<file path="src/design/opi_pkg.sv">
`default_nettype none
package opi_pkg;

   localparam int POS_W = 32;
   localparam int TRIG_ITER = 16;
   localparam int ATAN_LEN = 24;
   localparam int CORDIC_STEPS = (TRIG_ITER < ATAN_LEN) ? TRIG_ITER : ATAN_LEN;
   localparam int ITER_W = $clog2(CORDIC_STEPS);

   localparam int TRIG_W = 34;
   localparam int ANG_W = 33;
   localparam logic signed [TRIG_W-1:0] GAIN_INV = TRIG_W'(652032874);
   localparam logic signed [ANG_W-1:0] QUARTER_TURN = ANG_W'(64'h4000_0000);
   localparam logic signed [ANG_W-1:0] HALF_TURN = ANG_W'(64'h8000_0000);

   localparam int MUL_W = 16 + TRIG_W;
   localparam int MAG_W = 47;
   localparam int M_W = MAG_W + 16;
   localparam logic [M_W:0] HALF_DIV = (M_W + 1)'(64'd2097152000000);
   localparam int T_W = M_W + 1 - 28;

   // divide by 15625 as a multiply by ceil(2^50 / 15625), exact below 2^T_W
   localparam int RCP_W = 37;
   localparam logic [RCP_W-1:0] STEP_RCP = 37'd72057594038;
   localparam int RCP_SHIFT = 50;
   localparam int RCP_LO_W = 18;
   localparam int HALF_T = T_W / 2;
   localparam int PP_W = (T_W - HALF_T) + (RCP_W - RCP_LO_W);
   localparam int ACC_W = T_W + RCP_W;
   localparam int Q_W = ACC_W - RCP_SHIFT;
   localparam int MUL_STEPS = 4;
   localparam int DCNT_W = $clog2(MUL_STEPS + 1);

   localparam int SUM_W = ((POS_W > T_W + 1) ? POS_W : T_W + 1) + 1;
   localparam logic signed [SUM_W-1:0] POS_HI =
      $signed({{(SUM_W - POS_W + 1){1'b0}}, {(POS_W - 1){1'b1}}});
   localparam logic signed [SUM_W-1:0] POS_LO = ~POS_HI;

   typedef struct packed {
      logic signed [15:0] speed;
      logic signed [15:0] heading;
      logic [15:0]        elapsed_time;
      logic signed [15:0] turn_rate;
   } opi_item_type;

   typedef enum logic [4:0] {
      ST_IDLE  = 5'b00001,
      ST_TRIG  = 5'b00010,
      ST_MUL   = 5'b00100,
      ST_ROUND = 5'b01000,
      ST_DIV   = 5'b10000
   } opi_state_type;

   function automatic logic signed [ANG_W-1:0] atan_turn(input logic [4:0] idx);
      logic signed [ANG_W-1:0] r;
      case (idx)
         5'd0: r = ANG_W'(32'h20000000);
         5'd1: r = ANG_W'(32'h12E4051E);
         5'd2: r = ANG_W'(32'h09FB385B);
         5'd3: r = ANG_W'(32'h051111D4);
         5'd4: r = ANG_W'(32'h028B0D43);
         5'd5: r = ANG_W'(32'h0145D7E1);
         5'd6: r = ANG_W'(32'h00A2F61E);
         5'd7: r = ANG_W'(32'h00517C55);
         5'd8: r = ANG_W'(32'h0028BE53);
         5'd9: r = ANG_W'(32'h00145F2F);
         5'd10: r = ANG_W'(32'h000A2F98);
         5'd11: r = ANG_W'(32'h000517CC);
         5'd12: r = ANG_W'(32'h00028BE6);
         5'd13: r = ANG_W'(32'h000145F3);
         5'd14: r = ANG_W'(32'h0000A2FA);
         5'd15: r = ANG_W'(32'h0000517D);
         5'd16: r = ANG_W'(32'h000028BE);
         5'd17: r = ANG_W'(32'h0000145F);
         5'd18: r = ANG_W'(32'h00000A30);
         5'd19: r = ANG_W'(32'h00000518);
         5'd20: r = ANG_W'(32'h0000028C);
         5'd21: r = ANG_W'(32'h00000146);
         5'd22: r = ANG_W'(32'h000000A3);
         5'd23: r = ANG_W'(32'h00000051);
         default: r = '0;
      endcase
      return r;
   endfunction

endpackage
`default_nettype wire

</file>
<file path="src/design/opi_if.sv">
`default_nettype none
interface opi_req_if;
   logic               valid;
   logic               ready;
   logic signed [15:0] speed;
   logic signed [15:0] yaw_rate;
   logic signed [15:0] heading;
   logic [15:0]        elapsed_time;

   modport source (output valid, speed, yaw_rate, heading, elapsed_time, input ready);
   modport sink (input valid, speed, yaw_rate, heading, elapsed_time, output ready);
endinterface

`default_nettype wire

</file>
<file path="src/design/opi_front.sv">
`default_nettype none
module opi_front (
   input  wire logic               clock,
   input  wire logic               reset,
   opi_req_if.sink                 req_bus,
   output opi_pkg::opi_item_type   item,
   output logic                    item_valid,
   input  wire logic               item_pop
);

   opi_pkg::opi_item_type slot_ff [2];
   logic       wr_ptr_ff, wr_ptr_in;
   logic       rd_ptr_ff, rd_ptr_in;
   logic [1:0] count_ff, count_in;
   logic       push;
   opi_pkg::opi_item_type new_item;

   assign req_bus.ready = (count_ff != 2'd2);
   assign push = req_bus.valid && req_bus.ready;
   assign item_valid = (count_ff != 2'd0);
   assign item = slot_ff[rd_ptr_ff];

   always_comb begin
      new_item.speed = req_bus.speed;
      new_item.heading = req_bus.heading;
      new_item.elapsed_time = req_bus.elapsed_time;
      // negation saturates on the most negative rate
      if (req_bus.yaw_rate == 16'sh8000) begin
         new_item.turn_rate = 16'sh7FFF;
      end else begin
         new_item.turn_rate = -req_bus.yaw_rate;
      end
      wr_ptr_in = push ? ~wr_ptr_ff : wr_ptr_ff;
      rd_ptr_in = item_pop ? ~rd_ptr_ff : rd_ptr_ff;
      count_in = count_ff + 2'(push) - 2'(item_pop);
   end

   always_ff @(posedge clock) begin
      if (reset) begin
         wr_ptr_ff <= 1'b0;
         rd_ptr_ff <= 1'b0;
         count_ff <= 2'd0;
      end else begin
         wr_ptr_ff <= wr_ptr_in;
         rd_ptr_ff <= rd_ptr_in;
         count_ff <= count_in;
      end
   end

   always_ff @(posedge clock) begin
      if (push) begin
         slot_ff[wr_ptr_ff] <= new_item;
      end
   end

endmodule
`default_nettype wire

</file>
<file path="src/flat_wrapper.sv">
// flat-port wrapper written by rule: the top's interface ports become plain ports
module opi_front_flat 
  (clock, reset, item, item_valid, item_pop, req_bus_valid, req_bus_speed, req_bus_yaw_rate, req_bus_heading, req_bus_elapsed_time, req_bus_ready);
  opi_req_if req_bus_i ();
  input  wire logic clock;
  input  wire logic reset;
  output opi_pkg::opi_item_type item;
  output logic item_valid;
  input  wire logic item_pop;
  input wire logic [$bits(req_bus_i.valid)-1:0] req_bus_valid;
  input wire logic [$bits(req_bus_i.speed)-1:0] req_bus_speed;
  input wire logic [$bits(req_bus_i.yaw_rate)-1:0] req_bus_yaw_rate;
  input wire logic [$bits(req_bus_i.heading)-1:0] req_bus_heading;
  input wire logic [$bits(req_bus_i.elapsed_time)-1:0] req_bus_elapsed_time;
  output wire logic [$bits(req_bus_i.ready)-1:0] req_bus_ready;
  assign req_bus_i.valid = req_bus_valid;
  assign req_bus_i.speed = req_bus_speed;
  assign req_bus_i.yaw_rate = req_bus_yaw_rate;
  assign req_bus_i.heading = req_bus_heading;
  assign req_bus_i.elapsed_time = req_bus_elapsed_time;
  assign req_bus_ready = req_bus_i.ready;
  opi_front u_core (.clock(clock), .reset(reset), .req_bus(req_bus_i), .item(item), .item_valid(item_valid), .item_pop(item_pop));
endmodule
</file>
<file path="config.mk">
export PLATFORM = sky130hd
export DESIGN_NAME = opi_front_flat
export DESIGN_NICKNAME = d
export VERILOG_FILES = /design/src/design/opi_pkg.sv /design/src/design/opi_if.sv /design/src/design/opi_front.sv /design/src/flat_wrapper.sv
export SDC_FILE = /design/constraint.sdc
export NUM_CORES = 1
export LEC_CHECK = 0
export BUFFER_PORTS_ARGS = -buffer_cell sky130_fd_sc_hd__buf_2
export CAP_MARGIN = 20
export CORE_MARGIN = 4
export CORE_UTILIZATION = 45
export CTS_BUF_LIST = sky130_fd_sc_hd__clkbuf_8
export CTS_CLUSTER_DIAMETER = 100
export DETAILED_ROUTE_END_ITERATION = 8
export PLACE_DENSITY = 0.7
export SYNTH_ARGS = -nofsm -noshare
export SYNTH_HDL_FRONTEND = slang
export SYNTH_SLANG_ARGS = --single-unit
</file>
<file path="constraint.sdc">
create_clock -name clock -period 4.7 [get_ports clock]
set_clock_uncertainty 0.05 [all_clocks]
set_input_delay 0.705 -clock clock [delete_from_list [all_inputs] [get_ports clock]]
set_output_delay 0.705 -clock clock [all_outputs]
set_load 0.01 [all_outputs]
</file>
* Word level (Yosys, flattened, before mapping)
Memories as Yosys holds them, arrays and structs flattened. A register that Yosys moved wholly into a read port is not among the register bits. Cells that the tools add are included.
Word-level totals: flip-flop bits (word level) 4, memory bits (writable) 128, input bits 68, output and inout port bits 66, word-level logic and storage cells 18, memories kept 1
Memories:
- u_core.slot_ff | depth 2, width 64, rd ports 1, clocked after memory_dff 1, write ports 1, line opi_front.sv:11 | opi_pkg::opi_item_type slot_ff [2];
Operators by class: $add $sub $neg 3, equal/unequal tests 2, muxes and demuxes 5, bitwise logic cells 2, reductions and logical operators 2
Operators with widths (number):
- $eq A16 B16 Y1 const B | 1
- $mux W16 | 1
- $neg A16 Y16 | 1
- $mux W1 | 4
- $add A2 B1 Y2 | 1
- $ne A2 B2 Y1 const B | 1
- $not A1 Y1 | 2
- $reduce_bool A2 Y1 | 1
- $sub A2 B1 Y2 | 1
- $logic_and A1 B1 Y1 | 1

* Logic depth before layout (Yosys ltp)
Gate-level depths: netlist of run 1.
depth after elaboration 4, gate-level depth with buffers 7, mapped depth without buffers 7

* Worst setup path after synthesis of run 1
No wires, ideal clock.
kind input port to flip-flop, start point in req_bus_valid, end point mem u_core.slot_ff[0][0] in the netlist's numbering (enable), setup time 0.486 ns, arrival time 3.470 ns, data required time 4.164 ns, path slack 0.694 ns, stages 2, path buffers 0, path through nand2_1 -> nor2_1
Between the ends: cells in the longest elaborated chain, start to end 3
RTL lines:
- start: declaration | line flat_wrapper.sv:10 | input wire logic [$bits(req_bus_i.valid)-1:0] req_bus_valid;
- $logic_and A1 B1 Y1 | line opi_front.sv:19 | assign push = req_bus.valid && req_bus.ready;
- $mux W1 | line opi_front.sv:51 | if (push) begin
- $mux W1 (not written as such) | line opi_front.sv:52 | slot_ff[wr_ptr_ff] <= new_item;
- end: declaration | line opi_front.sv:11
Every way passes these cells.

==> results of run 1 <==
==> metal layers <==
layer | wire length [um] | up-vias | share of wire (%)
met4 | 88 | 0 | 0.92
met5 | 0 | - | 0
met3 | 696 | 9 | 7.3
li1 | - | 1369 | -
met1 | 4030 | 1365 | 42
met2 | 4710 | 102 | 49
==> per-stage QoR <==
step	setup slack (ns)	hold WS, ns
6_report	1.63	0.428
5_1_grt	1.44	0.376
4_1_cts	1.53	0.391
3_5_place_dp	2.02	0.468
3_3_place_gp	2.04	0.445
2_1_floorplan	0.694	0.430
==> where the power goes <==
group / internal, W / switching, W
Sequential: 0.00154 / 0.0000558
Clock: 0.000401 / 0.000397
Combinational: 0.000245 / 0.000313
Total: 0.00218 / 0.000766
==> how the worst min path moves through the flow <==
stage | start | to | cells after the start
CTS | req_bus_speed[10] | u_core.slot_ff[0][58] | 1
detailed placement | u_core.rd_ptr_ff | register | 2
finish | req_bus_elapsed_time[1] | u_core.slot_ff[1][17] | 1
global placement | u_core.rd_ptr_ff | register | 2
floorplan | u_core.rd_ptr_ff | register | 2
global route | req_bus_elapsed_time[5] | u_core.slot_ff[1][21] | 1
==> state kept, by name, summed over array words and instances, names as in the netlist, named ones only <==
signal	cells
u_core.rd_ptr_ff	1
u_core.wr_ptr_ff	1
u_core.count_ff	2
u_core.slot_ff	128
==> synth_stat cells (all sizes together) <==
master	n	share of area, %
nand3	3	0.29
mux2i	3	0.58
edfxtp	128	74
nand3b	2	0.29
xor2	4	0.67
nor4	2	0.82
xnor2	8	1.3
dfxtp	5	1.9
nor3	5	0.77
nand4	2	0.36
o31a	1	0.17
buf	7	0.67
inv	5	0.36
nand2	14	1.1
nand2b	3	0.36
clkbuf	1	0.072
nor3b	2	0.38
o21ai	1	0.096
nor2	10	0.72
and3	2	0.24
ha	3	0.72
a21oi	3	0.29
or2	1	0.12
nor2b	1	0.12
mux2	64	14
==> kinds of logic (layout without fill, tap and decap cells) <==
logic type,Yosys count,after routing,synth area share (%)
AOI/OAI and AO/OA,5,5,0.552
xor gates and xnor gates,12,12,2.02
adders and majority gates,3,3,0.720
DFF,133,133,75.7
buffers and inverters,13,174,1.10
muxes,67,67,14.4
and+or+nand+nor,47,47,5.52
==> area by class of cell <==
cell class | count | area (um^2) | area share, %
Clock buffer | 17 | 234 | 3.66
Clock inverter | 15 | 101 | 1.59
Inverter | 5 | 18.8 | 0.294
Multi-Input combinational cell | 134 | 1220 | 19.1
Sequential cell | 133 | 3950 | 61.7
Tap cell | 143 | 179 | 2.80
Timing Repair Buffer | 137 | 696 | 10.9
==> critical path: stages, from the launching register on <==
cell and delay, ns:
dfxtp_2 0.82, buf_4 0.51, mux2_2 0.40, buf_2 0.14
==> impl_results.md, run 1 <==
* Required time of the worst setup path at 3.94 ns
* PortBufs at 133
* Final non-filler cell area at roughly 6400 um^2
* Non-filler instance count after layout at 584
* Die ar. at 13,400 um^2
* Total grt overflow at 0
* CTS Root Cell: clkbuf_8
* Met3 usage at 5.64%
* DIE HEIGHT at ~120 um
* Post-CTS Setup Bufs at 0
* Largest net degree at the start of global routing at 35
* Worst R2R Path Depth at 4
* Commonest non-fill, non-tap cells in the layout: 133 x buf_2, 128 x edfxtp_1, 64 x mux2_2, 17 x clkbuf_8, 13 x nand2_1
* Fin util at 56.2%
* Period minus WS final at 3.07 ns
* CTS tree: built
* Total CTS buffers at 17
* Reg2Reg Capture Point: u_core.slot_ff[0][18]
* Cells after Synth at 280
* DR iter-0 viols at between 100 and 150
* RSZ-0062 raised after global routing: false
* Drt first pass iters at 4
* First-pass GRT wire length at 14,600 um
* Initial antenna violation count at 0
* Met1 Use GR at 17.9%
* Num rows at 39
* Critical setup path kind: reg -> out
* Reg2reg start: u_core.count_ff[0]
* Highest clock rate at around 0.33 GHz
* Detailed placer's ending HPWL at 6600 um
* Leak at 2.43 nW
* Worst Setup Start Kind: register
* Period utilization at 65.3%
* Final-report max-slew violation count at 0
* Dpl cells at 552
* Avg WL per Cell at 16.3 um
* Sink Count at 133
* FF+latch count, synth at 133
* Pwr Density at 461 nW/um^2
* Core area at approximately 11,000 um^2
* Status: finished clean
* FF-to-FF setup slack at around 2.5 ns
* Post-CTS Resized at 0
* Worst-Skew Late Latency at ~0.42 ns
* Total power at approximately 0.0029 W
* Layout area overhead at 22.7%
* Peak supply drop at 0.202 mV
* Final hold vios at 0
* Vias in the first global route at 2,978
* Routed vias at 2,845
* Commonest non-fill, non-tap cell in the layout: buf_2
* Initial Utilization at 45.8%
* DR DRC count at 0
* Ys Warns at 0
* Gpl congestion at 0.752
* Setup tns final at 0 ns
* Layout cells sized above 1 at a little over half
* Global route hottest layer: met2
* Hold buffer count at cts at 0
* Finish-stage setup viols at 0
* Nets at approximately 500
* Antenna viol nets, final at 0
* Arrival time worst endpoint at about 2.3 ns
* Clock transition at the registers of the reported paths at roughly 0.070 ns
* Count of cell types in the netlist at 29
* Layout fillers at 937
* Area of placed instances at 6060 um^2
* Vias per cell at 4.87
* H-tree Lvls at 4
* CP endpoint: item[53]
* Post-synthesis sequential area ratio at 75.7%
* Grt met2 use at 24.3%
* Slew @ Worst Pin at 0.947 ns
* Slew headroom at 36.7%
* Average size of a mapped cell at 18.6 um^2
* Total track usage at 14.7%
* Die Wd at 116 um
* Synthesized net count at between 300 and 400
* CP Max Fanout at 34
* Max Root-Sink Buffers at 2
* Hold crit path type: in -> reg
* Number of max-cap violations at 0
* IO Pins at between 100 and 150
* Post-Syn Area at 5210 um^2
* WL final at 9530 um
* Crit end category: primary output
* Diodes inserted at 0
Note: power is estimated with default switching activity, not from simulation.
==> run 2, diff against run 1 <==
==> constraint.sdc (replaced) <==
create_clock -name clock -period 3.2 [get_ports clock]
set_clock_uncertainty 0.05 [all_clocks]
set_input_delay 0.48 -clock clock [delete_from_list [all_inputs] [get_ports clock]]
set_output_delay 0.48 -clock clock [all_outputs]
set_load 0.01 [all_outputs]
==> run 2 against run 1 <==
Cell count fell by 0.17%. Critical endpoint is now item[36]. Count of clock-buffer cells in the layout did not move. First-iteration DRC count rose by 25%. Via count rose by 1.8%. Largest power group unchanged.
==> impl_results.md, run 2 (synthesized netlist as in run 1, its figures left out) <==
* Status: finished clean
* Largest net degree at the start of global routing at 65
* Period minus WS final at 2.44 ns
* Vias per cell at slightly below 5
* Total CTS buffers at 17
* Crit end category: primary output
* Die ar. at about 13,000 um^2
* Critical setup path kind: reg -> out
* Leak at approximately 2.5 nW
* Die Wd at 116 um
* Peak supply drop at 0.308 mV
* Commonest non-fill, non-tap cells in the layout: 133 x buf_2, 128 x edfxtp_1, 64 x mux2_2, 17 x clkbuf_8, 13 x nand2_1
* Sink Count at 133
* Total grt overflow at 0
* CP Max Fanout at 22
* Antenna viol nets, final at 0
* Final-report max-slew violation count at 0
* CTS tree: built
* Drt first pass iters at 4
* Final hold vios at 0
* Clock transition at the registers of the reported paths at roughly 0.080 ns
* Dpl cells at 552
* Layout fillers at 925
* Initial Utilization at approximately 46%
* Slew headroom at 53.3%
* DR iter-0 viols at 161
* Core area at ~11,000 um^2
* Multi-input gate area at 1220 um^2
* Arrival time worst endpoint at about 1.9 ns
* Routed vias at 2,897
* Detailed placer's ending HPWL at 6440 um
* Avg WL per Cell at 16.2 um
* Slew @ Worst Pin at 0.700 ns
* Top reg by flops: u_core.slot_ff
* Finish-stage setup viols at 0
* Pwr Density at 696 nW/um^2
* WL final at 9420 um
* First-pass GRT wire length at 14,400 um
* Max Root-Sink Buffers at 2
* Initial antenna violation count at 0
* Hold crit path type: in -> reg
* PnR worst setup slack at 0.758 ns
* Max reg flops at approximately 130
* Hold buffer count at cts at 0
* Highest clock rate at 0.409 GHz
* DIE HEIGHT at 116 um
* Non-filler instance count after layout at 583
* Seq. cell area at 3950 um^2
* Layout cells sized above 1 at 54.1%
* H-tree Lvls at 4
* Post-CTS Resized at 0
* Period utilization at 76.3%
* Gpl congestion at 0.760
* PortBufs at 133
* DR DRC count at 0
* Layout area overhead at 24.3%
* CTS Root Cell: clkbuf_8
* Num rows at 39
* Required time of the worst setup path at 2.67 ns
* Nets at 499
* Commonest non-fill, non-tap cell in the layout: buf_2
* Setup tns final at 0 ns
* Post-CTS Setup Bufs at 0
* Worst-Skew Late Latency at 0.41 ns
* Biggest regs: u_core.slot_ff (128), u_core.count_ff (2)
* Post-place setup slack at 1.04 ns
* Total track usage at 14.3%
* Vias in the first global route at 2,957
* IO Pins at 134
* Diodes inserted at 0
* Worst Setup Start Kind: register
* Number of max-cap violations at 0
* RSZ-0062 raised after global routing: false
## run 2: changes by cell type in the layout (fill, tap and decap cells not counted), sizes merged
cell and change:
bufinv +2, clkinvlp -1, clkinv -2
## run 2: metal layers
layer / routed length, um / GRT usage [%]
met5: 0 / 0
met4: 98 / 5.65
met3: 870 / 5.90
met2: 4670 / 23.6
met1: 3790 / 16.8
## run 2: area by class of cell
cell class	count	share of cell area, %
clock buffer	17	3.61
clock inverter	14	2.28
inverter	5	0.290
multi-input combinational	134	18.8
sequential	133	60.9
tap	143	2.76
timing repair buffer	137	11.3
## run 2: critical path, cell delays in order (launching register included)
cell     delay [ns]
dfxtp_2        0.68
buf_4          0.32
mux2_2         0.35
buf_2          0.14
## run 2: final timing paths
kind / startpoint / end / slack, ns / cells after the start
worst max-delay path: register / item[36] / 0.76 / 3
worst min-delay path: req_bus_elapsed_time[13] / u_core.slot_ff[0][29] / 0.20 / 1
worst max register to register: u_core.count_ff[0] / u_core.slot_ff[1][48] / 1.35 / 3
worst min register to register: u_core.rd_ptr_ff / register / 0.47 / 2
## run 2: stage by stage
step / area [um^2] / util [%] / hold WS (ns) / power, W
5_1_grt: 6480 / 57.0 / 0.152 / 0.00473
2_1_floorplan: 5210 / - / 0.430 / 0.00285
4_1_cts: 6480 / 57.0 / 0.166 / 0.00457
6_report: 6480 / 57.0 / 0.202 / 0.00451
3_5_place_dp: 6090 / 53.6 / 0.448 / 0.00323
3_3_place_gp: 6090 / 53.6 / 0.446 / 0.00320
## run 2: where the power goes
part	leakage (nW)	total, W	switching, W	internal (W)
clock	0.205	0.00134	0.000593	0.000748
combinational	1.02	0.000839	0.000463	0.000375
sequential	1.23	0.00233	0.0000772	0.00225
==> run 3, diff against run 2 <==
--- a/config.mk
+++ b/config.mk
@@ -5,6 +5,7 @@
 export SDC_FILE = /design/constraint.sdc
 export NUM_CORES = 1
 export LEC_CHECK = 0
+export ABC_AREA = 1
 export BUFFER_PORTS_ARGS = -buffer_cell sky130_fd_sc_hd__buf_2
 export CAP_MARGIN = 20
 export CORE_MARGIN = 4
@@ -12,7 +13,7 @@
 export CTS_BUF_LIST = sky130_fd_sc_hd__clkbuf_8
 export CTS_CLUSTER_DIAMETER = 100
 export DETAILED_ROUTE_END_ITERATION = 8
-export PLACE_DENSITY = 0.7
+export PLACE_DENSITY = 0.72
 export SYNTH_ARGS = -nofsm -noshare
 export SYNTH_HDL_FRONTEND = slang
 export SYNTH_SLANG_ARGS = --single-unit
==> constraint.sdc (replaced) <==
create_clock -name clock -period 2.15 [get_ports clock]
set_clock_uncertainty 0.05 [all_clocks]
set_input_delay 0.3225 -clock clock [delete_from_list [all_inputs] [get_ports clock]]
set_output_delay 0.3225 -clock clock [all_outputs]
set_load 0.01 [all_outputs]
==> run 3 against run 2 <==
Combinational power increased by 22%. Sequential power increased by 39%. Non-clock buffer count increased by 17. Cell count increased by 10%. Design area increased by 4.3%. Via count increased by 6.6%. Setup slack got worse by 0.62 ns. Global-route usage increased by 1.0 points. Utilization increased by 1.7 points. Critical path type unchanged. Largest power group unchanged.
==> impl_results.md, run 3 <==
* Status: finished clean
* Required time of the worst setup path at approximately 1.8 ns
* Ys Warns at 0
* Initial antenna violation count at 0
* Max reg flops at between 100 and 150
* CTS tree: built
* Cells after Synth at 323
* Pint at 0.00472 W
* Total power at 0.00627 W
* Switching part of the total at between 20 and 25%
* Nets at 559
* Diodes inserted at 0
* Asr flop ratio synth at 0%
* Final hold vios at 0
* Simple-Gate Fraction of Synth Area at under 10%
* Vias in the first global route at ~3,100
* Switch Pwr at 0.00155 W
* Pwr Density at 928 nW/um^2
* Post-synthesis sequential area ratio at 74.1%
* Drt first pass iters at 4
* Final-report max-slew violation count at 0
* Core area at 11,500 um^2
* Period minus WS final at 2.01 ns
* CTS Root Cell: clkbuf_8
* Initial Utilization at a little under half
* Sink Count at approximately 130
* Adder-cell share of the synthesized area at 0.706%
* Clock transition at the registers of the reported paths at roughly 0.080 ns
* Post-Synth XOR/XNOR Area at approximately 1.2%
* Total CTS buffers at 17
* Post-place setup slack at 0.383 ns
* Reg2reg start: u_core.count_ff[0]
* PortBufs at 133
* DR iter-0 viols at approximately 150
* Commonest non-fill, non-tap cell in the layout: buf_2
* Synth area leaders: edfxtp_1 72%, mux2_2 14%, nand2_1 2.2%, dfxtp_1 1.9%, nor2_1 1.8%
* Highest clock rate at 0.498 GHz
* Worst-Skew Late Latency at 0.42 ns
* Layout cells sized above 1 at between 50% and 60%
* Routed vias at a little over 3,000
* Synth top area share at between 70% and 80%
* Average size of a mapped cell at 16.5 um^2
* WL final at a little over 10,000 um
* Post-CTS Setup Bufs at 0
* Die Wd at between 100 and 150 um
* DR DRC count at 0
* Arrival time worst endpoint at 1.64 ns
* RSZ-0062 raised after global routing: false
* Gpl congestion at 0.848
* Sequential Power Share at roughly half
* Peak supply drop at between 0.3 and 0.4 mV
* Post-Syn Area at roughly 5300 um^2
* Fin util at about three fifths
* WHS at 0.0366 ns
* Top reg by flops: u_core.slot_ff
* Post-synth top cells: 128 x edfxtp_1, 64 x mux2_2, 31 x nand2_1, 25 x nor2_1, 20 x inv_1
* Num rows at 39
* Number of max-cap violations at 0
* Clock power share at 32.0%
* Worst R2R Path Depth at 5
* Vias per cell at ~4.8
* Count of cell types in the netlist at 22
* Detailed placer's ending HPWL at approximately 7000 um
* Finish-stage setup viols at 0
* CP endpoint: item[43]
* Layout area overhead at 27.0%
* Avg WL per Cell at 15.7 um
* IO Pins at around 130
* Hold crit path type: in -> reg
* First-pass GRT wire length at 15,600 um
* FF-to-FF setup slack at approximately 0.57 ns
* Total grt overflow at 0
* Slew headroom at 66.0%
* Post-synth EDFFs at about 130
* Critical setup path kind: reg -> out
* DIE HEIGHT at 117 um
* Logic pwr share at 16.2%
* H-tree Lvls at 4
* Die ar. at 13,600 um^2
* CP Max Fanout at 32
* Total track usage at between 10% and 20%
* Post-synthesis mux area share at 13.5%
* PnR worst setup slack at 0.141 ns
* Period utilization at 93.4%
* Leak at 2.67 nW
* Top_reg_cell synth: edfxtp_1
* Max Root-Sink Buffers at 2
* Reg2Reg Capture Point: u_core.slot_ff[1][23]
* Post-synthesis compound-gate area fraction at less than 1%
* Hold Path Depth at 1
* FF+latch count, synth at 133
* Largest net degree at the start of global routing at 65
* Biggest regs: u_core.slot_ff (128), u_core.count_ff (2)
* Synthesized net count at 394
* Main combinational cell family by area after synthesis: multiplexers
* Yosys top cell by area: edfxtp_1
* Antenna viol nets, final at 0
* Commonest non-fill, non-tap cells in the layout: 133 x buf_2, 128 x edfxtp_1, 64 x mux2_2, 31 x nand2_1, 23 x nor2_1
* Crit end category: primary output
* Most common cell in the synthesized netlist: edfxtp_1
* Slew @ Worst Pin at 0.510 ns
* Worst Setup Start Kind: register
-- run 3: changes by cell type in the layout (fill, tap and decap cells not counted), sizes merged, moves of 3 or more --
cell,change
clkinvlp,+3
inv,+14
xnor2,-7
nor2,+19
mux2i,-3
nand2,+23
nor3,-4
nand3,+13
nand2b,-3
dlygate4sd3,+16
-- run 3: cell families (layout without fill, tap and decap cells) --
| group | after synthesis | in the layout |
|---|---|---|
| AOI/OAI and AO/OA | 2 | 2 |
| xor gates and xnor gates | 7 | 7 |
| adders and majority gates | 3 | 3 |
| buffers and inverters | 28 | 206 |
| DFF | 133 | 133 |
| muxes | 64 | 64 |
| and+or+nand+nor | 86 | 86 |
-- run 3: power by group through the flow --
stage	Clock [W]	Combinational [W]	Sequential [W]
finish	0.00201	0.00102	0.00325
global route	0.00220	0.00112	0.00327
CTS	0.00209	0.00104	0.00325
detailed placement	0	0.00101	0.00331
global placement	0	0.000992	0.00328
floorplan	0	0.000586	0.00329
-- run 3: worst min-delay path by stage --
| stage | start | endpoint |
|---|---|---|
| final | req_bus_elapsed_time[0] | u_core.slot_ff[1][16] |
| after global routing | req_bus_speed[15] | u_core.slot_ff[1][63] |
| after floorplan | reset | u_core.count_ff[0] |
| after detailed placement | u_core.rd_ptr_ff | register |
| after CTS | req_bus_heading[2] | u_core.slot_ff[1][34] |
| after global placement | u_core.rd_ptr_ff | u_core.rd_ptr_ff |
-- run 3: area by class of cell --
| type | instances | area, um^2 |
|---|---|---|
| fillers | 917 | 4760 |
| flip-flops and latches | 133 | 3950 |
| multi-input cells | 162 | 1270 |
| repair buffers | 154 | 892 |
| clock buffers | 19 | 262 |
| well taps | 143 | 179 |
| clock inverters | 13 | 134 |
| inverters | 20 | 75.1 |
-- run 3: repair_timing --
item	4_1_cts	5_1_grt
hold endpoints to repair	27	0
gates resized for setup	1	0
hold buffers	16	0
setup endpoints to repair	5	0
-- run 3: through the flow --
stage          cells  TNS [ns]  instance area [um^2]
5_1_grt          644         0                  6760
4_1_cts          644         0                  6760
2_1_floorplan    323    -74.42                  5320
6_report         644         0                  6760
3_3_place_gp     596         0                  6200
3_5_place_dp     596         0                  6200
-- run 3: critical path, cell delays in order (launching register included) --
cell and delay, ns:
dfxtp_2 0.36, buf_6 0.29, mux2_2 0.39, buf_2 0.14
-- run 3: routing by layer --
| metal | vias to the layer above | part of all wire (%) | wire [um] | global-route usage (%) |
|---|---|---|---|---|
| met2 | 96 | 51 | 5120 | 26.1 |
| met1 | 1470 | 42 | 4280 | 18.4 |
| met5 | - | 0 | 0 | 0 |
| li1 | 1511 | - | - | - |
| met4 | 0 | 1.1 | 115 | 5.96 |
| met3 | 11 | 5.9 | 593 | 4.56 |
